File: config.mk
export PLATFORM = sky130hd
export DESIGN_NAME = weighted_draw_without_replacement
export DESIGN_NICKNAME = d
export VERILOG_FILES = /design/src/hdl/wdwr_pkg.sv /design/src/hdl/wdwr_ram.sv /design/src/hdl/weighted_draw_without_replacement.sv
export SDC_FILE = /design/constraint.sdc
export NUM_CORES = 1
export LEC_CHECK = 0
export BUFFER_PORTS_ARGS = -buffer_cell sky130_fd_sc_hd__buf_2
export CAP_MARGIN = 30
export CORE_MARGIN = 3
export CORE_UTILIZATION = 40
export DETAILED_ROUTE_END_ITERATION = 7
export SYNTH_ARGS = -nofsm -noshare
export SYNTH_HDL_FRONTEND = slang
export SYNTH_HIERARCHICAL = 1
export SYNTH_SLANG_ARGS = --single-unit
File: constraint.sdc
create_clock -name clk -period 7.2 [get_ports clk]
set_clock_uncertainty 0.2 [all_clocks]
set_input_delay 0 -clock clk [delete_from_list [all_inputs] [get_ports clk]]
set_output_delay 0 -clock clk [all_outputs]
set_load 0.1 [all_outputs]
File: src/hdl/wdwr_pkg.sv
`timescale 1ns / 1ps

package wdwr_pkg;

	// Default sizes of the entry table
	localparam int ENTRY_COUNT_DEF = 16;
	localparam int WEIGHT_BITS_DEF = 8;

	// Fixed widths of the port fields
	localparam int IDX_PORT_W = 4;
	localparam int WGT_PORT_W = 8;
	localparam int POS_W      = 8;
	localparam int RND_W      = 64;
	localparam int STATUS_W   = 2;

	// Command codes
	localparam logic CMD_LOAD = 1'b0;
	localparam logic CMD_DRAW = 1'b1;

	// Result status codes
	localparam logic [STATUS_W-1:0] ST_LOADED = 2'd0;
	localparam logic [STATUS_W-1:0] ST_DRAWN  = 2'd1;
	localparam logic [STATUS_W-1:0] ST_EMPTY  = 2'd2;

endpackage

File: src/hdl/wdwr_ram.sv
`timescale 1ns / 1ps

module wdwr_ram #(
	parameter int WIDTH = 8,
	parameter int DEPTH = 16
) (
	input  logic                     clk,
	input  logic                     we,
	input  logic [$clog2(DEPTH)-1:0] waddr,
	input  logic [WIDTH-1:0]         wdata,
	input  logic [$clog2(DEPTH)-1:0] raddr,
	output logic [WIDTH-1:0]         rdata
);

	logic [WIDTH-1:0] mem_q [DEPTH];

	always_ff @(posedge clk) begin
		if (we) begin
			mem_q[waddr] <= wdata;
		end
		rdata <= mem_q[raddr];
	end

endmodule

File: src/hdl/weighted_draw_without_replacement.sv
`timescale 1ns / 1ps

// Weighted draw without replacement over a table of ENTRY_COUNT weights.
// Raise start with cmd = load to write one entry's weight and clear its taken
// mark; the load word comes back with status loaded in the next cycle and busy
// stays low, so loads may follow each other in every cycle. A draw word raises
// busy for one pass over the weight RAM to total the untaken weights, a
// bit-serial restoring remainder of random_word by that total, and a second
// pass over the RAM to find the entry whose span holds the remainder. Each
// pass reads the entries through the registered RAM read. Every pass shares
// one adder and the single read port of the weight RAM. An empty pool ends the
// draw after the first pass with status empty. Each result is shown for
// exactly one cycle with done high and cannot be held off, so take it on that
// cycle. After reset all weights read as zero and no entry is taken; no
// clearing pass is needed since a per-entry written bit masks the RAM.

module weighted_draw_without_replacement
	import wdwr_pkg::*;
#(
	parameter int ENTRY_COUNT = ENTRY_COUNT_DEF,
	parameter int WEIGHT_BITS = WEIGHT_BITS_DEF
) (
	input  logic                  clk,
	input  logic                  arst_n,
	input  logic                  start,
	output logic                  busy,
	input  logic                  cmd,
	input  logic [IDX_PORT_W-1:0] entry_index,
	input  logic [WGT_PORT_W-1:0] entry_weight,
	input  logic [RND_W-1:0]      random_word,
	input  logic [POS_W-1:0]      draw_position,
	output logic                  done,
	output logic [STATUS_W-1:0]   status,
	output logic [IDX_PORT_W-1:0] chosen_index,
	output logic [POS_W-1:0]      chosen_position
);

	localparam int IDX_W = $clog2(ENTRY_COUNT);
	localparam int CNT_W = $clog2(ENTRY_COUNT + 1);
	// Wide enough to hold both the port index and ENTRY_COUNT itself
	localparam int XW    = ((IDX_W > IDX_PORT_W) ? IDX_W : IDX_PORT_W) + 1;
	localparam int WX    = (WEIGHT_BITS > WGT_PORT_W) ? WEIGHT_BITS : WGT_PORT_W;
	// Pool total never exceeds ENTRY_COUNT * (2^WEIGHT_BITS - 1)
	localparam int TOT_W = WEIGHT_BITS + IDX_W;
	localparam int ADD_W = TOT_W + 2;
	localparam int DIV_W = $clog2(RND_W);

	localparam logic [IDX_W-1:0] LAST_IDX = IDX_W'(ENTRY_COUNT - 1);
	localparam logic [CNT_W-1:0] CNT_END  = CNT_W'(ENTRY_COUNT);
	localparam logic [DIV_W-1:0] DIV_LAST = DIV_W'(RND_W - 1);

	typedef enum logic [3:0] {
		S_IDLE = 4'b0001,
		S_SUM  = 4'b0010,
		S_DIV  = 4'b0100,
		S_WALK = 4'b1000
	} state_t;

	state_t state_q;

	logic [CNT_W-1:0]   cnt_q;
	logic               rd_vld_s1;
	logic [IDX_W-1:0]   rd_idx_s1;
	logic [DIV_W-1:0]   div_cnt_q;
	logic [ENTRY_COUNT-1:0] written_q;
	logic [ENTRY_COUNT-1:0] taken_q;

	logic [TOT_W-1:0]   acc_q;
	logic [TOT_W-1:0]   total_q;
	logic [TOT_W-1:0]   rem_q;
	logic [RND_W-1:0]   rnd_q;
	logic [POS_W-1:0]   pos_q;

	logic                  done_q;
	logic [STATUS_W-1:0]   status_q;
	logic [IDX_PORT_W-1:0] cidx_q;
	logic [POS_W-1:0]      cpos_q;

	// Load path
	logic                   accept;
	logic [XW-1:0]          ld_ext;
	logic [IDX_W-1:0]       ld_addr;
	logic                   ld_in_range;
	logic [WX-1:0]          wgt_ext;
	logic                   ram_we;
	logic [WEIGHT_BITS-1:0] ram_rdata;
	logic [IDX_W-1:0]       ram_raddr;

	// Shared adder
	logic [TOT_W-1:0] eff_w;
	logic [ADD_W-1:0] add_a;
	logic [ADD_W-1:0] add_b;
	logic             add_sub;
	logic [ADD_W-1:0] add_res;
	logic [TOT_W-1:0] acc_next;
	logic             pass_last;
	logic             hit;
	logic [XW-1:0]    hit_ext;

	assign busy   = (state_q != S_IDLE);
	assign accept = start && !busy;

	assign ld_ext      = XW'(entry_index);
	assign ld_addr     = ld_ext[IDX_W-1:0];
	assign ld_in_range = (ld_ext < XW'(ENTRY_COUNT));
	assign wgt_ext     = WX'(entry_weight);
	assign ram_we      = accept && (cmd == CMD_LOAD) && ld_in_range;
	assign ram_raddr   = cnt_q[IDX_W-1:0];

	wdwr_ram #(
		.WIDTH (WEIGHT_BITS),
		.DEPTH (ENTRY_COUNT)
	) u_weights (
		.clk   (clk),
		.we    (ram_we),
		.waddr (ld_addr),
		.wdata (wgt_ext[WEIGHT_BITS-1:0]),
		.raddr (ram_raddr),
		.rdata (ram_rdata)
	);

	// Drop entries never written or already taken
	always_comb begin
		if (rd_vld_s1 && written_q[rd_idx_s1] && !taken_q[rd_idx_s1]) begin
			eff_w = TOT_W'(ram_rdata);
		end else begin
			eff_w = '0;
		end
	end

	// One adder serves the total, the remainder steps and the span walk
	always_comb begin
		case (state_q)
			S_DIV: begin
				add_a   = ADD_W'({rem_q, rnd_q[RND_W-1]});
				add_b   = ADD_W'(total_q);
				add_sub = 1'b1;
			end
			default: begin
				add_a   = ADD_W'(acc_q);
				add_b   = ADD_W'(eff_w);
				add_sub = 1'b0;
			end
		endcase
		add_res = add_sub ? (add_a - add_b) : (add_a + add_b);
	end

	assign acc_next  = add_res[TOT_W-1:0];
	assign pass_last = rd_vld_s1 && (rd_idx_s1 == LAST_IDX);
	assign hit       = rd_vld_s1 && (rem_q < acc_next);
	assign hit_ext   = XW'(rd_idx_s1);

	// Control
	always_ff @(posedge clk or negedge arst_n) begin
		if (!arst_n) begin
			state_q   <= S_IDLE;
			cnt_q     <= '0;
			rd_vld_s1 <= 1'b0;
			div_cnt_q <= '0;
			written_q <= '0;
			taken_q   <= '0;
			done_q    <= 1'b0;
		end else begin
			done_q <= 1'b0;
			case (state_q)
				S_IDLE: begin
					cnt_q     <= '0;
					rd_vld_s1 <= 1'b0;
					if (accept) begin
						if (cmd == CMD_LOAD) begin
							done_q <= 1'b1;
							if (ld_in_range) begin
								written_q[ld_addr] <= 1'b1;
								taken_q[ld_addr]   <= 1'b0;
							end
						end else begin
							state_q <= S_SUM;
						end
					end
				end
				S_SUM, S_WALK: begin
					// Issue the next RAM read while the previous one is summed
					if (cnt_q != CNT_END) begin
						cnt_q     <= cnt_q + 1'b1;
						rd_vld_s1 <= 1'b1;
					end else begin
						rd_vld_s1 <= 1'b0;
					end
					if (state_q == S_SUM) begin
						if (pass_last) begin
							if (acc_next == '0) begin
								done_q  <= 1'b1;
								state_q <= S_IDLE;
							end else begin
								div_cnt_q <= '0;
								state_q   <= S_DIV;
							end
						end
					end else if (hit) begin
						taken_q[rd_idx_s1] <= 1'b1;
						done_q  <= 1'b1;
						state_q <= S_IDLE;
					end else if (pass_last) begin
						done_q  <= 1'b1;
						state_q <= S_IDLE;
					end
				end
				S_DIV: begin
					cnt_q     <= '0;
					rd_vld_s1 <= 1'b0;
					div_cnt_q <= div_cnt_q + 1'b1;
					if (div_cnt_q == DIV_LAST) begin
						state_q <= S_WALK;
					end
				end
				default: begin
					state_q <= S_IDLE;
				end
			endcase
		end
	end

	// Datapath and result registers
	always_ff @(posedge clk) begin
		rd_idx_s1 <= ram_raddr;
		case (state_q)
			S_IDLE: begin
				acc_q <= '0;
				rem_q <= '0;
				if (accept) begin
					rnd_q <= random_word;
					pos_q <= draw_position;
					if (cmd == CMD_LOAD) begin
						status_q <= ST_LOADED;
						cidx_q   <= entry_index;
						cpos_q   <= '0;
					end
				end
			end
			S_SUM: begin
				acc_q <= acc_next;
				if (pass_last) begin
					total_q  <= acc_next;
					acc_q    <= '0;
					status_q <= ST_EMPTY;
					cidx_q   <= '0;
					cpos_q   <= '0;
				end
			end
			S_DIV: begin
				// Restoring step: keep the shifted remainder on a borrow
				if (add_res[ADD_W-1]) begin
					rem_q <= add_a[TOT_W-1:0];
				end else begin
					rem_q <= acc_next;
				end
				rnd_q <= {rnd_q[RND_W-2:0], 1'b0};
			end
			S_WALK: begin
				acc_q <= acc_next;
				if (hit) begin
					status_q <= ST_DRAWN;
					cidx_q   <= hit_ext[IDX_PORT_W-1:0];
					cpos_q   <= pos_q;
				end else begin
					status_q <= ST_EMPTY;
					cidx_q   <= '0;
					cpos_q   <= '0;
				end
			end
			default: begin
				acc_q <= '0;
			end
		endcase
	end

	assign done            = done_q;
	assign status          = status_q;
	assign chosen_index    = cidx_q;
	assign chosen_position = cpos_q;

endmodule
==> impl_results.md, run 1 <==
* TritonCTS clock tree: done
* Mapped Nets at 1,197
* Worst setup path category: reg2reg
* Drt first pass iters at 7
* Dpl cell area at 14,700 um^2
* Initial antenna violation count at 0
* Fin crit period at 6.67 ns
* Initial Utilization at 40.8%
* Net Sw Frac at 36.1%
* Sum Neg Setup Slack at 0 ns
* Cell Area, Synth at 13,700 um^2
* Number of H-tree levels at 2
* Final wirelength at 29,600 um
* Leakage at 6.60 nW
* RePlAce Congestion at 0.839
* Seq/Total Area, Yosys at 65.3%
* Maxcap violations at 0
* DRC violations left at 0
* Startpoint Class: flip-flop
* Internal cell power at 4.27 mW
* Root buffer cell: clkbuf_16
* Max-slew headroom at 39.8%
* Peak supply drop at 0.000277 V
* Unrepaired setup endpoints after global routing: false
* Synth area leader: edfxtp_1
* Die footprint at 36,600 um^2
* Arrival @ worst endpoint at 6.86 ns
* Routed via count at 9,081
* Chip Height at 191 um
* Period utilisation layout at 92.6%
* Crit path capture type: flip-flop
* Iter 0 DRT Violations at 513
* Final setup violation count at 0
* N_diodes at 0
* Core area at 33,700 um^2
* Sequential share of power at 35.5%
* Power density cells at 397 nW/um^2
* Clock buffers created by TritonCTS at 35
* Dominant synthesized flop cell: edfxtp_1
* Max FO, Critical Path at 21
* I/O pin count at 104
* Post-CTS setup buffer count at 0
* Largest net degree at the start of global routing at 90
* Clk slew on worst S/H paths at 0.05 ns
* Worst-Margin Slew at 0.899 ns
* Clk sinks at 311
* Filler cell count at 2,906
* Dpl ws at 0.326 ns
* Die width at 191 um
* Final nets at 1,407
* Final setup margin at 0.532 ns
* Area of the multi-input gates at 4420 um^2
* Port buffer count at 103
* Final Max Tran Viols at 0
* HP Class: in2reg
* Hold Vio Cnt, Final at 0
* Mapped Cells at 1,085
* Total GRT Usage at 16.2%
* Max Freq at 150 MHz
* Design area at 16,800 um^2
* YS warnings at 6
* Row count at 67
* Synth async-reset ratio at 15.8%
* Overflow after GRT at 0
* Layout cells sized above 1 at 16.1%
* Logic pwr share at 39.4%
* Mean Syn Cell Area at 12.7 um^2
* Critical path data required time at 7.39 ns
* Clock power share at 25.1%
* P&R area growth vs syn at 22.5%
* Routed wire length per instance at 16.8 um
* EDFF count, synth at 250
* Total net switching power at 2.41 mW
* Status: complete, no violations
* Sequential Area at 8980 um^2
* CTS max path bufs at 3
* Clk_lat worst skew at 0.51 ns
* First-pass GRT wire length at 48,000 um
* Largest cells by area after synthesis: edfxtp_1, dfrtp_1, nand2_1
* Share of the synthesized area in the top cell type at 54.6%
* Vias in the first global route at 9,104
* Netlist cell types at 72
* Final ANT Viol Nets at 0
* Hpwl dp at 18,500 um
* Vias per std cell at 5.13
* Yosys reg bits at 311
## final timing paths
| kind | end | slack (ns) | depth (start not counted) | from |
|---|---|---|---|---|
| hold reg to reg | written_q[4] | 0.25 | 2 | written_q[4] |
| hold / removal | pos_q[2] | 0.02 | 2 | draw_position[2] |
| setup / recovery | taken_q[5] | 0.53 | 22 | rd_idx_s1[0] |
| setup reg to reg | taken_q[5] | 0.53 | 22 | rd_idx_s1[0] |
| max in group asynchronous | cnt_q[0] | 5.85 | 4 | arst_n |
| min in group asynchronous | taken_q[11] | 0.48 | 4 | arst_n |
## final cells by class
type / count / share of cell area, %
well taps: 448 / 3.33
clock buffers: 50 / 5.67
flip-flops and latches: 311 / 53.4
repair buffers: 223 / 9.94
inverters: 29 / 0.655
clock inverters: 13 / 0.744
multi-input cells: 695 / 26.3
## per-stage QoR
step	power, mW	hold WS [ns]	util (%)	cells
floorplan	4.34	-0.496	-	1085
global placement	4.95	-0.0379	43.7	1604
detailed placement	4.97	-0.0422	43.7	1605
CTS	6.73	0.00554	49.9	1769
global route	7.11	0.0228	49.9	1769
finish	6.68	0.0197	49.9	1769
## power groups by stage
stage          registers [mW]  clock network [mW]  logic (mW)
2_1_floorplan            2.49                   0        1.85
3_3_place_gp             2.40                   0        2.55
3_5_place_dp             2.41                   0        2.57
4_1_cts                  2.37                1.73        2.63
5_1_grt                  2.39                1.80        2.92
6_report                 2.37                1.68        2.64
## critical path: stages (launching register included)
cell	delay, ns
dfxtp_2	0.54
o32ai_1	0.16
mux4_2	0.48
o211a_1	0.39
and3_1	0.27
a21oi_1	0.13
ha_1	0.28
inv_1	0.09
o31a_1	0.29
a221oi_1	0.29
a21oi_1	0.10
ha_1	0.35
or2_2	0.35
and3_1	0.18
o22a_1	0.22
xnor2_1	0.22
ha_1	0.29
a221o_1	0.33
o22a_1	0.19
maj3_2	0.35
o21ai_2	0.21
a21oi_2	0.24
o41ai_1	0.43
## Yosys cell counts (6+ instances only)
library cell	count
mux4_1	14
nor3_1	12
xor2_1	8
ha_1	23
o32ai_1	7
o41ai_2	6
buf_1	7
xnor2_1	9
a21o_1	7
nor2_1	71
a22oi_1	19
dfxtp_1	12
nor2b_1	6
o21a_1	7
edfxtp_1	250
nand2b_1	19
o21ai_0	28
or2_2	6
dfrtp_1	48
clkbuf_1	32
nand2_1	296
nand3_1	18
inv_1	29
mux4_2	19
and3_1	13
a21oi_1	21
## placed cells by master (no fill, tap or decap), types with 6 or more instances in the layout
cell and n:
a21o_1 7, a21oi_1 21, a22oi_1 19, and3_1 13
buf_2 103, buf_4 18, clkbuf_1 14, clkbuf_16 36
clkinv_2 6, dfrtp_1 47, dfxtp_1 11, dlygate4sd3_1 101
edfxtp_1 250, ha_1 23, inv_1 28, mux4_1 14
mux4_2 19, nand2_1 295, nand2b_1 19, nand3_1 18
nor2_1 71, nor2b_1 6, nor3_1 11, o21a_1 7
o21ai_0 28, o32ai_1 7, o41ai_2 6, or2_2 6
xnor2_1 9, xor2_1 8
## sequential cells by signal, summed over array words and instances (netlist names), 5 cells and up
signal / count
acc_q: 12
chosen_position: 8
cnt_q: 5
div_cnt_q: 6
pos_q: 8
rem_q: 12
rnd_q: 64
taken_q: 16
total_q: 12
u_weights/mem_q: 128
u_weights/rdata: 8
written_q: 16
## layer usage
metal  track usage (%)  vias up  part of all wire, %
met5                 0        -                    0
met4              4.40        0                  2.1
met3              2.59       47                  4.3
met2              26.5      199                   47
met1              22.5     4464                   46
li1                  -     4371                    -
## cell families after synthesis
family,after synthesis,share of synthesized area [%]
mux,35,5.94
compound gates,146,7.86
xor+xnor,17,1.08
buf+inv,79,2.57
fa+ha+maj,25,2.32
simple gates,472,14.9
flops,311,65.3
## timing repair
action	4_1_cts	5_1_grt
hold buffers	101	0
endpoints found under the setup margin	0	19
hold endpoints to repair	342	0
gates resized for setup	0	1
Note: power is estimated with default switching activity, not from simulation.
==> run 2: changes to the inputs <==
--- a/config.mk
+++ b/config.mk
@@ -10,6 +10,7 @@
 export CORE_MARGIN = 3
 export CORE_UTILIZATION = 40
 export DETAILED_ROUTE_END_ITERATION = 7
+export GPL_TIMING_DRIVEN = 0
 export SYNTH_ARGS = -nofsm -noshare
 export SYNTH_HDL_FRONTEND = slang
 export SYNTH_HIERARCHICAL = 1
==> impl_results.md, run 2 (same netlist as run 1, synthesis figures left out) <==
* Status: complete, no violations
* Crit path capture type: flip-flop
* I/O pin count at 104 (unchanged)
* RePlAce Congestion at 0.826 (-1.6%)
* Core area at 33,700 um^2 (unchanged)
* Vias in the first global route at 9,422 (+3.5%)
* Peak supply drop at 0.000306 V (+11%)
* P&R area growth vs syn at 24.5%
* Sum Neg Setup Slack at 0 ns (unchanged)
* Final ANT Viol Nets at 0 (unchanged)
* CTS max path bufs at 3 (unchanged)
* Die footprint at 36,600 um^2 (unchanged)
* Period utilisation layout at 95.9% (+3.3 points)
* Overflow after GRT at 0 (unchanged)
* Largest net degree at the start of global routing at 65 (-28%)
* Internal cell power at 4.40 mW (+3.1%)
* Initial Utilization at 40.8% (unchanged)
* Hold Path Depth at 4 (+2)
* Total net switching power at 2.61 mW (+8.2%)
* Final setup violation count at 0 (unchanged)
* Arrival @ worst endpoint at 7.11 ns (+0.25 ns)
* Final Max Tran Viols at 0 (unchanged)
* Worst-Margin Slew at 0.893 ns (-0.00644 ns)
* Routed wire length per instance at 17.8 um (+6.1%)
* Clock buffers created by TritonCTS at 35 (unchanged)
* Commonest non-fill, non-tap cell in the layout: nand2_1
* Total GRT Usage at 17.6% (+1.4 points)
* Max reg flops at 128 (unchanged)
* HP Class: in2reg
* Routed via count at 9,347 (+2.9%)
* Post-Layout Cell Count at 1,810 (+2.3%)
* DRC violations left at 0 (unchanged)
* TritonCTS clock tree: done
* Port buffer count at 103 (unchanged)
* Die width at 191 um (unchanged)
* Clock power share at 24.6% (-0.5 points)
* Net Sw Frac at 37.2% (+1.1 points)
* Commonest non-fill, non-tap cells in the layout: nand2_1, edfxtp_1, buf_2
* Row count at 67 (unchanged)
* Hold Vio Cnt, Final at 0 (unchanged)
* Logic pwr share at 41.8% (+2.4 points)
* Leakage at 6.72 nW (+1.8%)
* Worst R2R Path Depth at 25 (+14%)
* Fin crit period at 6.91 ns (+0.237 ns)
* Critical Path Max Stage Delay at 0.49 ns (-0.05 ns)
* Number of H-tree levels at 2 (unchanged)
* Chip Height at 191 um (unchanged)
* Max FO, Critical Path at 10 (-52%)
* Clk sinks at 311 (unchanged)
* Maxcap violations at 0 (unchanged)
* Root buffer cell: clkbuf_16
* Critical path data required time at 7.41 ns (+0.02 ns)
* Startpoint Class: flip-flop
* Sequential share of power at 33.6% (-1.9 points)
* N_diodes at 0 (unchanged)
* Largest registers: u_weights/mem_q x128, rnd_q x64
* Drt first pass iters at 5 (-2)
* Slowest library cell on the worst path: mux4_2
* Clk_lat worst skew at 0.52 ns (about the same)
* Iter 0 DRT Violations at 539 (+5.1%)
* First-pass GRT wire length at 50,900 um (+6.1%)
* Final nets at 1,449 (+3.0%)
* Max Freq at 145 MHz (-3.4%)
* Reg with most FFs: u_weights/mem_q
* DP Cell Count at 1,644 (+2.4%)
* Clk slew on worst S/H paths at 0.06 ns (about the same)
* Hpwl dp at 20,800 um (+13%)
* Final wirelength at 32,200 um (+8.5%)
* Power density cells at 410 nW/um^2 (+3.2%)
* Vias per std cell at 5.16 (+0.60%)
* Initial antenna violation count at 0 (unchanged)
* Worst setup path category: reg2reg
* Max-slew headroom at 40.5% (+0.65 points)
* Layout cells sized above 1 at 16.7% (+0.62 points)
==> run 2: cell types whose count changed in the layout (fill, tap and decap cells not counted), sizes merged <==
| cell | before | now |
|---|---|---|
| clkinvlp | 0 | 2 |
| clkinv | 11 | 10 |
| buf | 122 | 130 |
| clkbuf | 50 | 78 |
| clkdlybuf4s25 | 0 | 3 |
| inv | 29 | 30 |
==> run 2: routing by layer <==
metal / global-route usage [%] / part of all wire, %
met1: 24.5 / 46
met2: 29.3 / 48
met3: 2.73 / 4.2
met4: 3.87 / 1.7
met5: 0 / 0
==> run 2: final timing paths <==
| check | startpoint | slack (ns) | to |
|---|---|---|---|
| worst max-delay path | rd_idx_s1[0] | 0.29 | taken_q[7] |
| worst min-delay path | random_word[26] | 0.09 | rnd_q[26] |
| worst max register to register | rd_idx_s1[0] | 0.29 | taken_q[7] |
| worst min register to register | written_q[12] | 0.24 | written_q[12] |
| max in group asynchronous | arst_n | 5.60 | written_q[6] |
| min in group asynchronous | arst_n | 0.33 | taken_q[13] |
==> run 2: power by group through the flow <==
stage / registers [mW] / logic, mW / clock network (mW)
after detailed placement: 2.39 / 2.65 / 0
after global routing: 2.38 / 3.20 / 1.84
after global placement: 2.39 / 2.62 / 0
after floorplan: 2.49 / 1.85 / 0
final: 2.35 / 2.93 / 1.73
after CTS: 2.35 / 2.78 / 1.77
==> run 2: final cells by class <==
| class | instances | area (um^2) |
|---|---|---|
| plain buffers | 50 | 259 |
| clock buffers | 47 | 952 |
| clock inverters | 15 | 165 |
| fillers | 2930 | 16600 |
| inverters | 29 | 109 |
| multi-input cells | 695 | 4460 |
| flip-flops and latches | 311 | 8970 |
| well taps | 448 | 561 |
| repair buffers | 215 | 1630 |
==> run 2: per-stage QoR <==
step / instance area [um^2] / util, % / hold WS (ns) / total power [mW] / worst slack [ns]
after floorplan: 13700 / - / -0.496 / 4.34 / 1.06
after global placement: 14800 / 44.0 / -0.0223 / 5.01 / -0.613
after detailed placement: 14900 / 44.2 / -0.300 / 5.04 / -0.564
after CTS: 17100 / 50.6 / 0.0666 / 6.91 / 0.00950
after global routing: 17100 / 50.8 / 0.0854 / 7.41 / -0.0325
final: 17100 / 50.8 / 0.0882 / 7.01 / 0.295
==> run 2: critical path: cells and delay by family, from the launching register on <==
kind	cells	cell delay (ns)
adders and majority gates	4	1.26
buffers and inverters	4	0.73
muxes	1	0.49
xor gates and xnor gates	1	0.25
AOI/OAI and AO/OA	12	2.76
and+or+nand+nor	3	0.72
DFF	1	0.36
==> run 2: repair_timing <==
item,in CTS,in global routing
gates resized for setup,5,18
hold endpoints to repair,324,0
hold buffers,101,0
endpoints found under the setup margin,33,33
buffers inserted,0,3
cloned,0,0
pin swaps,0,2
==> run 3: changes to the inputs <==
--- a/config.mk
+++ b/config.mk
@@ -7,7 +7,6 @@
 export LEC_CHECK = 0
 export BUFFER_PORTS_ARGS = -buffer_cell sky130_fd_sc_hd__buf_2
 export CAP_MARGIN = 30
-export CORE_MARGIN = 3
 export CORE_UTILIZATION = 40
 export DETAILED_ROUTE_END_ITERATION = 7
 export GPL_TIMING_DRIVEN = 0
==> impl_results.md, run 3 (same netlist as run 1, synthesis figures left out) <==
* Final nets at 1,444 (-0.35%)
* Peak supply drop at 0.000228 V (-26%)
* Vias per std cell at 5.15 (-0.25%)
* Initial Utilization at 40.8% (unchanged)
* N_diodes at 0 (unchanged)
* Port buffer count at 103 (unchanged)
* Initial antenna violation count at 0 (unchanged)
* Overflow after GRT at 0 (unchanged)
* Sequential share of power at 34.8% (+1.2 points)
* Largest net degree at the start of global routing at 65 (unchanged)
* P&R area growth vs syn at 23.7%
* Worst setup path category: reg2reg
* Hold Vio Cnt, Final at 0 (unchanged)
* CTS max path bufs at 3 (unchanged)
* Clk sinks at 311 (unchanged)
* Crit path to: taken_q[14]
* Unrepaired setup endpoints after global routing: false
* Area of the multi-input gates at 4460 um^2 (+0.11%)
* HP Start: random_word[28]
* Hpwl dp at 20,400 um (-2.0%)
* Period utilisation layout at 94.7% (-1.2 points)
* Crit path capture type: flip-flop
* Routed via count at 9,298 (-0.52%)
* Post-CTS setup buffer count at 0 (unchanged)
* Reg with most FFs: u_weights/mem_q
* Layout cells sized above 1 at 16.1% (-0.68 points)
* Worst Hold Slack at 0.0901 ns (+0.00182 ns)
* Worst-Margin Slew at 0.879 ns (-0.0134 ns)
* Status: complete, no violations
* Power density cells at 398 nW/um^2 (-2.9%)
* Internal cell power at 4.23 mW (-3.9%)
* Drt first pass iters at 6 (+1)
* Max FO, Critical Path at 10 (unchanged)
* Total GRT Usage at 18.1% (+0.49 points)
* Die width at 187 um (-2.1%)
* Max-slew headroom at 41.2% (+0.68 points)
* TritonCTS clock tree: done
* Final wirelength at 31,000 um (-3.7%)
* Final setup violation count at 0 (unchanged)
* Final Max Tran Viols at 0 (unchanged)
* Clk slew on worst S/H paths at 0.06 ns (about the same)
* Reg-to-Reg Start: state_q[3]
* R2r endpoint: taken_q[14]
* Maxcap violations at 0 (unchanged)
* Arrival @ worst endpoint at 7.02 ns (-0.09 ns)
* Setup slack, reg-to-reg at 0.38 ns (+0.09 ns)
* Leakage at 6.66 nW (-0.92%)
* Clock buffers created by TritonCTS at 35 (unchanged)
* RePlAce Congestion at 0.814 (-1.5%)
* Final setup margin at 0.380 ns (+0.0853 ns)
* HP Class: in2reg
* Number of H-tree levels at 2 (unchanged)
* Largest registers: u_weights/mem_q x128, rnd_q x64
* Vias in the first global route at 9,385 (-0.39%)
* Die footprint at 35,100 um^2 (-4.1%)
* Routed wire length per instance at 17.2 um (-3.4%)
* Startpoint Class: flip-flop
* Iter 0 DRT Violations at 684 (+27%)
* First-pass GRT wire length at 50,600 um (-0.60%)
* Root buffer cell: clkbuf_16
* Total net switching power at 2.53 mW (-3.1%)
* Commonest non-fill, non-tap cells in the layout: nand2_1, edfxtp_1, buf_2
* DRC violations left at 0 (unchanged)
* Worst R2R Path Depth at 22 (-12%)
* Clock power share at 24.0% (-0.6 points)
* Filler cell count at 2,970 (+1.4%)
* Worst Setup SP: state_q[3]
* Net Sw Frac at 37.4% (+0.20 points)
* Row count at 67 (unchanged)
* Clk_lat worst skew at 0.52 ns (about the same)
* Dpl ws at -0.522 ns (+0.0417 ns)
* Max Freq at 147 MHz (+1.3%)
* Max reg flops at 128 (unchanged)
* Commonest non-fill, non-tap cell in the layout: nand2_1
* Critical path data required time at 7.40 ns (about the same)
* Core area at 33,700 um^2 (unchanged)
* Logic pwr share at 41.2% (-0.6 points)
* Chip Height at 187 um (-2.1%)
* Sequential Area at 8970 um^2 (unchanged)
* Final ANT Viol Nets at 0 (unchanged)
* Fin crit period at 6.82 ns (-0.0853 ns)
* I/O pin count at 104 (unchanged)
-- run 3: changes by cell type in the layout (fill, tap and decap cells not counted), sizes merged, moves of 2 or more --
cell | previous run | this run
clkbuf | 78 | 76
buf | 130 | 128
bufinv | 2 | 0
clkinv | 10 | 12
-- run 3: critical path: stages (launching register included) --
cell      delay [ns]
dfrtp_1         0.40
nor4b_1         0.42
clkbuf_2        0.35
clkbuf_1        0.57
o21a_1          0.25
ha_2            0.26
inv_1           0.08
o31a_1          0.29
a221oi_2        0.30
a21oi_1         0.11
ha_1            0.36
or2_2           0.35
and3_1          0.18
o22a_1          0.27
xnor2_4         0.26
ha_1            0.29
a221o_1         0.32
o22a_1          0.18
maj3_2          0.34
o21ai_2         0.23
a21oi_2         0.17
buf_6           0.22
o41ai_2         0.31
-- run 3: timing repair --
| item | CTS | global route |
|---|---|---|
| endpoints found under the setup margin | 33 | 33 |
| hold buffers | 100 | 0 |
| gates resized for setup | 5 | 9 |
| hold endpoints to repair | 350 | 0 |
| cloned | 0 | 0 |
-- run 3: stage by stage --
step | power, mW | TNS (ns) | util [%] | instance area (um^2) | instances
2_1_floorplan | 4.34 | 0 | - | 13700 | 1085
3_3_place_gp | 4.99 | -12.76 | 44.0 | 14800 | 1636
3_5_place_dp | 5.02 | -12.63 | 44.2 | 14900 | 1644
4_1_cts | 6.78 | 0 | 50.3 | 17000 | 1805
5_1_grt | 7.18 | 0 | 50.4 | 17000 | 1805
6_report | 6.76 | 0 | 50.4 | 17000 | 1805
-- run 3: cell type report --
cell class	count	share of cell area (%)
Tap cell	448	3.30
Clock buffer	47	5.61
Multi-Input combinational cell	695	26.3
Timing Repair Buffer	211	9.38
Inverter	29	0.641
Sequential cell	311	52.8
Clock inverter	15	0.516
Buffer	49	1.44
-- run 3: metal layers --
| layer | share of wire (%) | GRT usage [%] | vias up |
|---|---|---|---|
| met5 | 0 | 0 | - |
| met1 | 45 | 24.6 | 4541 |
| met4 | 2.6 | 5.55 | 0 |
| met2 | 48 | 29.8 | 233 |
| li1 | - | - | 4464 |
| met3 | 4.8 | 2.83 | 60 |
-- run 3: worst min-delay path by stage --
stage	slack (ns)	cells after the start	to
2_1_floorplan	-0.50	0	cnt_q[0]
3_3_place_gp	-0.02	1	pos_q[6]
3_5_place_dp	-0.27	1	written_q[10]
4_1_cts	0.08	4	rnd_q[45]
5_1_grt	0.10	4	rnd_q[37]
6_report	0.09	4	rnd_q[28]
-- run 3: power by group through the flow --
stage	Sequential, mW	Combinational, mW	Clock, mW
finish	2.36	2.79	1.62
detailed placement	2.39	2.63	0
global route	2.38	3.07	1.74
CTS	2.36	2.76	1.67
global placement	2.39	2.60	0
floorplan	2.49	1.85	0
